**src/rtl/imss_pkg.sv**
```systemverilog
// Shared types and constants for the I2C master segment sequencer.
package imss_pkg;

    localparam int unsigned MAX_SEGMENTS = 4;
    localparam int unsigned MAX_LEN      = 16;
    localparam int unsigned SEG_SLOTS    = 4;
    localparam int unsigned STORE_DEPTH  = 64;

    typedef enum logic [1:0] {
        MODE_EVENT = 2'd0,
        MODE_LOAD  = 2'd1,
        MODE_START = 2'd2
    } mode_t;

    typedef enum logic [1:0] {
        ACK_LEAVE = 2'd0,
        ACK_SET   = 2'd1,
        ACK_CLEAR = 2'd2
    } ack_t;

    typedef enum logic [2:0] {
        ST_PENDING  = 3'd0,
        ST_SUCCESS  = 3'd1,
        ST_NACK     = 3'd2,
        ST_ERROR    = 3'd3,
        ST_SPURIOUS = 3'd4
    } status_t;

    // Controller status codes
    localparam logic [7:0] SC_START         = 8'h08;
    localparam logic [7:0] SC_RSTART        = 8'h10;
    localparam logic [7:0] SC_MT_ADDR_ACK   = 8'h18;
    localparam logic [7:0] SC_MT_ADDR_NACK  = 8'h20;
    localparam logic [7:0] SC_MT_DATA_ACK   = 8'h28;
    localparam logic [7:0] SC_MT_DATA_NACK  = 8'h30;
    localparam logic [7:0] SC_MR_ADDR_ACK   = 8'h40;
    localparam logic [7:0] SC_MR_ADDR_NACK  = 8'h48;
    localparam logic [7:0] SC_MR_DATA_ACK   = 8'h50;
    localparam logic [7:0] SC_MR_DATA_NACK  = 8'h58;

    // APB register indexes (byte address = 4 * index)
    localparam logic [2:0] REG_SEG_COUNT = 3'd0;
    localparam logic [2:0] REG_SEG0      = 3'd1;
    localparam logic [2:0] REG_SEG1      = 3'd2;
    localparam logic [2:0] REG_SEG2      = 3'd3;
    localparam logic [2:0] REG_SEG3      = 3'd4;

    // Result item, clear_start in the lowest bit
    typedef struct packed {
        status_t    transfer_status;
        logic [3:0] rx_index;
        logic [1:0] rx_segment;
        logic [7:0] rx_byte;
        logic       rx_valid;
        logic [7:0] data_out;
        logic       data_write;
        logic       clear_all;
        ack_t       ack_action;
        logic       set_stop;
        logic       set_start;
        logic       clear_start;
    } result_t;

endpackage

```
**src/rtl/i2c_master_segment_sequencer_top.sv**
```systemverilog
// I2C master segment sequencer: event decoder, transmit store and output skid buffer.
//
// Input stream s_*: one transaction per controller event (s_tuser = 0), transmit
// byte load (s_tuser = 1) or transfer start (s_tuser = 2). Every input transaction
// produces exactly one result transaction on m_*, carrying the control actions,
// any received byte with its segment and position, and the transfer status.
// The APB port holds the segment count and four segment descriptors; write it
// only while no transaction is in flight.
// The decision is made in the accept cycle and the result is registered in the
// output register, or in the skid register while m_* is held. Throughput is one
// transaction per cycle while s_tready is high; the sequencing state and the
// transmit store prefetch update in the accept cycle, so the next event sees them.
// The transmit store (64 bytes) has one write port and one registered read port;
// the read is prefetched at the address the next event will use, with a bypass
// for a load to that same address.
// Reset clears the sequencing state to idle/pending and the result buffer; the
// store contents are undefined until loaded.
// When m_tready is low, one more transaction is taken into a skid register, then
// s_tready drops until the receiver drains it.
module i2c_master_segment_sequencer_top (
    input  logic        aclk,
    input  logic        aresetn,
    // APB configuration
    input  logic        psel,
    input  logic        penable,
    input  logic        pwrite,
    input  logic [4:0]  paddr,
    input  logic [31:0] pwdata,
    output logic [31:0] prdata,
    output logic        pready,
    // Input stream
    input  logic        s_tvalid,
    output logic        s_tready,
    // status_code[7:0], si_flag[8], rx_data[16:9], load_segment[18:17],
    // load_index[22:19], load_byte[30:23], zero[31]
    input  logic [31:0] s_tdata,
    // mode[1:0]
    input  logic [1:0]  s_tuser,
    // Result stream
    output logic        m_tvalid,
    input  logic        m_tready,
    // clear_start[0], set_start[1], set_stop[2], ack_action[4:3], clear_all[5],
    // data_write[6], data_out[14:7], rx_valid[15], rx_byte[23:16],
    // rx_segment[25:24], rx_index[29:26], transfer_status[32:30], zero[39:33]
    output logic [39:0] m_tdata
);

    // configuration
    logic [2:0]  seg_count_reg;
    logic [15:0] seg_desc_reg [imss_pkg::SEG_SLOTS];

    // sequencing state
    logic [1:0]        cur_seg_reg, cur_seg_next;
    logic [4:0]        byte_pos_reg, byte_pos_next;
    logic [2:0]        seg_left_reg, seg_left_next;
    imss_pkg::status_t status_reg, status_next;

    // transmit store and prefetch
    logic [7:0] store_mem [imss_pkg::STORE_DEPTH];
    logic [7:0] rd_data_reg;
    logic       byp_reg;
    logic [7:0] byp_data_reg;
    logic [5:0] wr_addr;
    logic [5:0] rd_addr;
    logic       wr_en;
    logic [7:0] tx_byte;

    // result buffer
    imss_pkg::result_t out_reg, skid_reg, res;
    logic              out_valid_reg, skid_valid_reg;

    // input fields
    imss_pkg::mode_t mode;
    logic [7:0]      status_code;
    logic            si_flag;
    logic [7:0]      rx_data;
    logic [1:0]      load_segment;
    logic [3:0]      load_index;
    logic [7:0]      load_byte;

    logic        push;
    logic        pop;
    logic        cfg_wr;
    logic [15:0] desc;
    logic [7:0]  seg_len;
    logic [4:0]  bp_inc;
    logic        finish;
    logic [2:0]  seg_start;

    assign mode         = imss_pkg::mode_t'(s_tuser);
    assign status_code  = s_tdata[7:0];
    assign si_flag      = s_tdata[8];
    assign rx_data      = s_tdata[16:9];
    assign load_segment = s_tdata[18:17];
    assign load_index   = s_tdata[22:19];
    assign load_byte    = s_tdata[30:23];

    assign push = s_tvalid && s_tready;
    assign pop  = m_tvalid && m_tready;

    // ---------------- APB ----------------
    assign pready = 1'b1;
    assign cfg_wr = psel && penable && pwrite && pready;

    always_ff @(posedge aclk) begin
        if (!aresetn) begin
            seg_count_reg <= 3'd1;
            for (int i = 0; i < imss_pkg::SEG_SLOTS; i++) begin
                seg_desc_reg[i] <= 16'd0;
            end
        end else if (cfg_wr) begin
            priority case (paddr[4:2])
                imss_pkg::REG_SEG_COUNT: seg_count_reg   <= pwdata[2:0];
                imss_pkg::REG_SEG0:      seg_desc_reg[0] <= pwdata[15:0];
                imss_pkg::REG_SEG1:      seg_desc_reg[1] <= pwdata[15:0];
                imss_pkg::REG_SEG2:      seg_desc_reg[2] <= pwdata[15:0];
                imss_pkg::REG_SEG3:      seg_desc_reg[3] <= pwdata[15:0];
                default: ;
            endcase
        end
    end

    always_comb begin
        unique case (paddr[4:2])
            imss_pkg::REG_SEG_COUNT: prdata = {29'd0, seg_count_reg};
            imss_pkg::REG_SEG0:      prdata = {16'd0, seg_desc_reg[0]};
            imss_pkg::REG_SEG1:      prdata = {16'd0, seg_desc_reg[1]};
            imss_pkg::REG_SEG2:      prdata = {16'd0, seg_desc_reg[2]};
            imss_pkg::REG_SEG3:      prdata = {16'd0, seg_desc_reg[3]};
            default:                 prdata = 32'd0;
        endcase
    end

    // ---------------- decision logic ----------------
    assign desc    = seg_desc_reg[cur_seg_reg];
    assign seg_len = (desc[15:8] > 8'(imss_pkg::MAX_LEN)) ? 8'(imss_pkg::MAX_LEN) : desc[15:8];
    assign bp_inc  = (byte_pos_reg != 5'd31) ? byte_pos_reg + 5'd1 : byte_pos_reg;
    assign tx_byte = byp_reg ? byp_data_reg : rd_data_reg;

    always_comb begin
        if (int'(seg_count_reg) > imss_pkg::MAX_SEGMENTS) begin
            seg_start = 3'(imss_pkg::MAX_SEGMENTS);
        end else begin
            seg_start = seg_count_reg;
        end
        if (int'(seg_start) > imss_pkg::SEG_SLOTS) begin
            seg_start = 3'(imss_pkg::SEG_SLOTS);
        end
        if (seg_start == 3'd0) begin
            seg_start = 3'd1;
        end
    end

    always_comb begin
        res           = '0;
        cur_seg_next  = cur_seg_reg;
        byte_pos_next = byte_pos_reg;
        seg_left_next = seg_left_reg;
        status_next   = status_reg;
        finish        = 1'b0;

        if (push) begin
            unique case (mode)
                imss_pkg::MODE_LOAD: ;
                imss_pkg::MODE_START: begin
                    seg_left_next = seg_start;
                    cur_seg_next  = 2'd0;
                    byte_pos_next = 5'd0;
                    status_next   = imss_pkg::ST_PENDING;
                    res.clear_all = 1'b1;
                    res.set_start = 1'b1;
                end
                imss_pkg::MODE_EVENT: begin
                    if (!si_flag) begin
                        status_next = imss_pkg::ST_SPURIOUS;
                    end else begin
                        unique case (status_code)
                            imss_pkg::SC_START, imss_pkg::SC_RSTART: begin
                                res.clear_start = 1'b1;
                                res.data_write  = 1'b1;
                                res.data_out    = {desc[6:0], desc[7]};
                            end
                            imss_pkg::SC_MT_ADDR_NACK, imss_pkg::SC_MR_ADDR_NACK,
                            imss_pkg::SC_MT_DATA_NACK: begin
                                res.set_stop = 1'b1;
                                status_next  = imss_pkg::ST_NACK;
                            end
                            imss_pkg::SC_MT_ADDR_ACK, imss_pkg::SC_MT_DATA_ACK: begin
                                if ({3'd0, byte_pos_reg} < seg_len) begin
                                    res.data_write = 1'b1;
                                    res.data_out   = tx_byte;
                                    byte_pos_next  = bp_inc;
                                end else begin
                                    finish = 1'b1;
                                end
                            end
                            imss_pkg::SC_MR_ADDR_ACK: begin
                                res.ack_action = ({3'd0, byte_pos_reg} + 8'd1 == seg_len) ?
                                                 imss_pkg::ACK_CLEAR : imss_pkg::ACK_SET;
                            end
                            imss_pkg::SC_MR_DATA_ACK: begin
                                res.rx_valid   = 1'b1;
                                res.rx_byte    = rx_data;
                                res.rx_segment = cur_seg_reg;
                                res.rx_index   = byte_pos_reg[3:0];
                                byte_pos_next  = bp_inc;
                                // ack decision looks at the position after this byte
                                res.ack_action = ({3'd0, bp_inc} + 8'd1 == seg_len) ?
                                                 imss_pkg::ACK_CLEAR : imss_pkg::ACK_SET;
                            end
                            imss_pkg::SC_MR_DATA_NACK: begin
                                res.rx_valid   = 1'b1;
                                res.rx_byte    = rx_data;
                                res.rx_segment = cur_seg_reg;
                                res.rx_index   = byte_pos_reg[3:0];
                                byte_pos_next  = bp_inc;
                                finish         = 1'b1;
                            end
                            default: begin
                                // bus error, arbitration lost and anything unknown
                                res.clear_all = 1'b1;
                                status_next   = imss_pkg::ST_ERROR;
                            end
                        endcase
                    end
                end
                default: ;
            endcase

            if (finish) begin
                if (seg_left_reg <= 3'd1) begin
                    seg_left_next = 3'd0;
                    res.set_stop  = 1'b1;
                    status_next   = imss_pkg::ST_SUCCESS;
                end else begin
                    seg_left_next = seg_left_reg - 3'd1;
                    cur_seg_next  = cur_seg_reg + 2'd1;
                    byte_pos_next = 5'd0;
                    res.set_start = 1'b1;
                end
            end
        end

        res.transfer_status = status_next;
    end

    always_ff @(posedge aclk) begin
        if (!aresetn) begin
            cur_seg_reg  <= 2'd0;
            byte_pos_reg <= 5'd0;
            seg_left_reg <= 3'd0;
            status_reg   <= imss_pkg::ST_PENDING;
        end else begin
            cur_seg_reg  <= cur_seg_next;
            byte_pos_reg <= byte_pos_next;
            seg_left_reg <= seg_left_next;
            status_reg   <= status_next;
        end
    end

    // ---------------- transmit store ----------------
    assign wr_en   = push && (mode == imss_pkg::MODE_LOAD);
    assign wr_addr = {load_segment, load_index};
    assign rd_addr = {cur_seg_next, byte_pos_next[3:0]};

    always_ff @(posedge aclk) begin
        if (wr_en) begin
            store_mem[wr_addr] <= load_byte;
        end
    end

    // prefetch the byte the next event would send; bypass a same-cycle load
    always_ff @(posedge aclk) begin
        rd_data_reg  <= store_mem[rd_addr];
        byp_data_reg <= load_byte;
    end

    always_ff @(posedge aclk) begin
        if (!aresetn) begin
            byp_reg <= 1'b0;
        end else begin
            byp_reg <= wr_en && (wr_addr == rd_addr);
        end
    end

    // ---------------- result buffer ----------------
    assign s_tready = !skid_valid_reg;
    assign m_tvalid = out_valid_reg;
    assign m_tdata  = {7'd0, out_reg};

    always_ff @(posedge aclk) begin
        if (!aresetn) begin
            out_valid_reg  <= 1'b0;
            skid_valid_reg <= 1'b0;
        end else if (skid_valid_reg) begin
            if (pop) begin
                skid_valid_reg <= 1'b0;
            end
        end else if (push) begin
            if (out_valid_reg && !pop) begin
                skid_valid_reg <= 1'b1;
            end else begin
                out_valid_reg <= 1'b1;
            end
        end else if (pop) begin
            out_valid_reg <= 1'b0;
        end
    end

    always_ff @(posedge aclk) begin
        if (skid_valid_reg) begin
            if (pop) begin
                out_reg <= skid_reg;
            end
        end else if (push) begin
            if (out_valid_reg && !pop) begin
                skid_reg <= res;
            end else begin
                out_reg <= res;
            end
        end
    end

endmodule
```
**config.mk**
```make
export PLATFORM = sky130hd
export DESIGN_NAME = i2c_master_segment_sequencer_top
export DESIGN_NICKNAME = d
export VERILOG_FILES = /design/src/rtl/imss_pkg.sv /design/src/rtl/i2c_master_segment_sequencer_top.sv
export SDC_FILE = /design/constraint.sdc
export NUM_CORES = 1
export LEC_CHECK = 0
export BUFFER_PORTS_ARGS = -buffer_cell sky130_fd_sc_hd__buf_2
export CAP_MARGIN = 15
export CORE_ASPECT_RATIO = 0.75
export CORE_UTILIZATION = 43
export DETAILED_ROUTE_END_ITERATION = 16
export SYNTH_ARGS = -nofsm -noshare
export SYNTH_HDL_FRONTEND = slang
export SYNTH_SLANG_ARGS = --single-unit
```
**constraint.sdc**
```tcl
create_clock -name aclk -period 5.7 [get_ports aclk]
set_input_delay 0.855 -clock aclk [delete_from_list [all_inputs] [get_ports aclk]]
set_output_delay 0.855 -clock aclk [all_outputs]
set_load 0.01 [all_outputs]
```
==> flow_summary.rst <==
.. list-table::
   :header-rows: 1

   * - Metric
     - Value
   * - Area post-placement
     - 30,420 sq um
   * - Path length in cells of the critical path
     - 17
   * - Worst Setup Slack, final
     - 0.2006 ns
   * - Fraction of registers with async set or reset after synthesis
     - 0
   * - Leakage power figure
     - 11.25 nW
   * - Boundary pin count
     - 153
   * - Type of the most critical hold path
     - input pin to flip-flop
   * - Hold Startpoint
     - m_tready
   * - Slew at the pin closest to its max-slew limit
     - 1.170 ns
   * - Pin count of the biggest net entering global routing
     - 84
   * - Count of nets after finishing
     - 2,316
   * - Required time reported for the critical path endpoint
     - 6.18 ns
   * - Register area share after synthesis
     - 0.6899
   * - Horiz. Die Dim
     - 301.7 um
   * - Area of the die
     - 68,400 sq um
   * - Worst path cell trace
     - or4b_2 > o221ai_1 > o21a_1 > nand2_1 > ha_1 > a21o_1 > a21oi_1 > buf_4 > a311o_1 > a31oi_2 > o21ai_4 > buf_12 > mux2i_1 > o22ai_1 > a211oi_1 > and3_1 > nor4_2
   * - Count of endpoints failing setup in the final report
     - 0
   * - WS Path Type
     - flip-flop to flip-flop
   * - Setup fix buffers added after clock tree synthesis
     - 0
   * - Post-synthesis cell area
     - 28,960 sq um
   * - Number of antenna violations at the first check in global routing
     - 4
   * - Post-route fraction of the period consumed by the critical path
     - 0.9648
   * - Count of buffering cells on the critical path with inverters included
     - 2
   * - Count of flip-flops with a built-in enable after synthesis
     - 642
   * - Delay-heaviest family, CP
     - compound AO/OA/AOI/OAI gates
   * - Core region area
     - 65,880 sq um
   * - Die height
     - 226.8 um
   * - Delay contributed by the slowest stage of the critical path
     - 0.68 ns
   * - Setup TNS
     - 0 ns
   * - # hold bufs at CTS
     - 0
   * - Dominant register cell in the synthesized netlist
     - sky130_fd_sc_hd__edfxtp_1
   * - Number of register bits inferred by synthesis
     - 677
   * - IR Drop Worst-Case VDD
     - 182.6 uV
   * - Reg2reg path depth
     - 17
   * - Residual antenna-violating net count after detailed routing
     - 0
   * - Warnings, synthesis
     - 0
   * - Fmax
     - 181.8 MHz
   * - RR Startpoint
     - seg_desc_reg[3][14]
   * - Tmin final
     - 5.499 ns
   * - Final wirelength
     - 72.53 mm
   * - Non-Filler Instances
     - 3,149
   * - Maximum Capacitance Violations
     - 0
   * - Element type at the critical path end
     - flip-flop
   * - Post-route total power
     - 10.18 mW
   * - Number of buffers added by the clock tree synthesis step
     - 68
   * - P per Cell Area
     - 312.3 nW/um^2
   * - Level count of the clock H-tree
     - 3
   * - Distinct cell type count of the synthesized netlist
     - 76
   * - TritonCTS clock tree
     - yes
   * - Largest fanout on the critical path
     - 39
   * - Clock transition at the registers of the reported paths
     - 0.06 ns
   * - Violations in the final reports
     - design-rule violations
   * - DRC
     - 8
   * - Crit start category
     - flip-flop
   * - Number of search-and-repair iterations in the first detailed-routing pass
     - 12
   * - Share of cells above drive strength 1
     - 0.1467
   * - Row count
     - 81
   * - CTS-repair resized insts
     - 0
   * - Final number of max-transition violations
     - 0
   * - GRT Residual Overflow
     - 0
   * - Filler Cell Count
     - 5,658
   * - Master of the slowest instance on the critical path
     - sky130_fd_sc_hd__or4b_2
   * - # port buffers
     - 109
   * - Status
     - finished with violations
   * - DP Wirelength
     - 45.30 mm
   * - Maximum root-to-sink buffer count
     - 3
   * - Gate count of the mapped netlist
     - 2,124
   * - Final clock skew
     - 0.02124 ns
   * - CTS Root Cell
     - sky130_fd_sc_hd__clkbuf_16
   * - Routability Congestion
     - 0.8561
   * - Area growth from synthesis to layout
     - 12.57%
   * - Post-synthesis area per instance
     - 13.63 sq um
   * - WL/cell
     - 23.03 um
   * - Wire length of the first global-routing pass
     - 107.9 mm
   * - Setup slack at placement
     - 0.1796 ns
   * - Hold Path Depth
     - 2
   * - Data arrival time of the critical path
     - 5.98 ns
   * - TritonCTS Sinks
     - 677
   * - Via total after detailed routing
     - 17,730
   * - Post-detailed-route via-to-cell ratio
     - 5.629
   * - Number of global-route vias before repair
     - 17,030
   * - Worst setup startpoint
     - seg_desc_reg[3][14]
   * - Aggregate global-route resource usage
     - 0.2124
   * - Flip-flop count of the largest register, all copies and words added
     - 512
   * - Worst rel slew slack
     - 0.2172
   * - Clock latency reported for the late side of the worst-skew pair
     - 0.61 ns
   * - Placed cell count
     - 3,024
   * - Initial Utilization
     - 0.4396
   * - Violation count after the first detailed-routing iteration
     - 1,669
   * - Post-route cell area
     - 32,600 sq um
   * - Number of failing hold endpoints at the final stage
     - 0
## final timing paths
kind / endpoint / slack, ns
setup / recovery: rd_data_reg[2] / 0.20
hold / removal: skid_valid_reg / 0.46
setup reg to reg: rd_data_reg[2] / 0.20
hold reg to reg: seg_count_reg[0] / 0.49
## cells by family after synthesis
group,count (synthesis),synth area share
compound gates,294,0.07008
xor+xnor,21,0.006351
fa+ha+maj,12,0.005184
buf+inv,175,0.03054
flops,677,0.6899
mux,202,0.07647
other cells,2,0.0002593
simple gates,741,0.1212
## routing by layer
metal  routed length (um)  GRT usage  vias up  share of wire
li1                     -          -     8152              -
met1                33510     0.3149     8829           0.46
met2                31690     0.3075      625           0.44
met3                 5760    0.05634      117          0.079
met4                 1564    0.05474        2          0.022
met5                   12          0        -        0.00017
## cell usage after synthesis, types with 4 or more instances
cell	number	area share
sky130_fd_sc_hd__o22ai_1	26	0.0056
sky130_fd_sc_hd__buf_4	38	0.0099
sky130_fd_sc_hd__o32ai_1	6	0.0018
sky130_fd_sc_hd__a211oi_1	28	0.0073
sky130_fd_sc_hd__mux2i_1	156	0.054
sky130_fd_sc_hd__a221oi_1	7	0.0021
sky130_fd_sc_hd__buf_6	4	0.0016
sky130_fd_sc_hd__o2111ai_1	4	0.0012
sky130_fd_sc_hd__clkbuf_1	46	0.0060
sky130_fd_sc_hd__nor2b_1	7	0.0015
sky130_fd_sc_hd__nand3b_1	5	0.0013
sky130_fd_sc_hd__a31oi_1	28	0.0060
sky130_fd_sc_hd__mux2_2	34	0.013
sky130_fd_sc_hd__o221ai_1	8	0.0024
sky130_fd_sc_hd__o31ai_1	11	0.0029
sky130_fd_sc_hd__nor3_1	11	0.0019
sky130_fd_sc_hd__nor4_2	6	0.0026
sky130_fd_sc_hd__xnor2_1	15	0.0045
sky130_fd_sc_hd__xor2_1	6	0.0018
sky130_fd_sc_hd__a22o_1	8	0.0024
sky130_fd_sc_hd__buf_1	18	0.0023
sky130_fd_sc_hd__buf_2	44	0.0076
sky130_fd_sc_hd__or4_1	12	0.0031
sky130_fd_sc_hd__nand4_1	6	0.0013
sky130_fd_sc_hd__o211ai_1	10	0.0026
sky130_fd_sc_hd__ha_1	12	0.0052
sky130_fd_sc_hd__nand3_1	121	0.021
sky130_fd_sc_hd__nor4_1	5	0.0011
sky130_fd_sc_hd__nand2_1	300	0.039
sky130_fd_sc_hd__edfxtp_1	642	0.67
sky130_fd_sc_hd__dfxtp_1	35	0.024
sky130_fd_sc_hd__a32oi_1	16	0.0048
sky130_fd_sc_hd__a21oi_1	63	0.011
sky130_fd_sc_hd__a22oi_1	22	0.0057
sky130_fd_sc_hd__and3_1	18	0.0039
sky130_fd_sc_hd__o21ai_0	30	0.0052
sky130_fd_sc_hd__nor2_1	124	0.016
sky130_fd_sc_hd__inv_1	24	0.0031
sky130_fd_sc_hd__nand2b_1	8	0.0017
sky130_fd_sc_hd__and2_0	12	0.0026
sky130_fd_sc_hd__and2_1	86	0.019
sky130_fd_sc_hd__mux4_2	12	0.0093
sky130_fd_sc_hd__or3_1	5	0.0011
## per-stage QoR
step                utilization  hold slack (ns)
finish                   0.4949           0.4559
global route             0.4949           0.4360
CTS                      0.4938           0.4288
detailed placement       0.4618           0.4870
global placement         0.4618           0.4843
floorplan                     -           0.4610
## power breakdown
part / internal (mW) / switching (mW) / total, mW / leakage (nW)
Combinational: 0.102 / 0.241 / 0.343 / 4.11
Clock: 2.45 / 1.85 / 4.30 / 1.04
Sequential: 5.51 / 0.0278 / 5.53 / 6.10
## final cells by class
cell class	count	area (sq um)	share of cell area
multi-input combinational	1294	8264	0.2535
timing repair buffer	160	1061	0.03255
tap	871	1090	0.03343
clock buffer	86	1822	0.05588
inverter	25	93.84	0.002878
antenna	1	2.502	0.00007676
clock inverter	35	289.0	0.008866
sequential	677	19980	0.6128
## worst register-to-register path, delay by kind of cell, from the launching register on
kind | cells | cell delay, ns
muxes | 1 | 0.31
AOI/OAI and AO/OA | 9 | 2.63
and+or+nand+nor | 4 | 1.23
buffers and inverters | 2 | 0.51
adders and majority gates | 1 | 0.32
DFF | 1 | 0.38
## cells in the final DEF, fill, tap and decap left out, types with 35 or more instances in the layout
| master | Yosys | routed |
|---|---|---|
| sky130_fd_sc_hd__buf_4 | 38 | 39 |
| sky130_fd_sc_hd__clkbuf_16 | 0 | 70 |
| sky130_fd_sc_hd__edfxtp_1 | 642 | 642 |
| sky130_fd_sc_hd__a21oi_1 | 63 | 62 |
| sky130_fd_sc_hd__buf_2 | 44 | 109 |
| sky130_fd_sc_hd__nand3_1 | 121 | 119 |
| sky130_fd_sc_hd__dfxtp_1 | 35 | 35 |
| sky130_fd_sc_hd__mux2i_1 | 156 | 156 |
| sky130_fd_sc_hd__and2_1 | 86 | 86 |
| sky130_fd_sc_hd__nand2_1 | 300 | 299 |
| sky130_fd_sc_hd__nor2_1 | 124 | 124 |
Note: power is estimated with default switching activity, not from simulation.
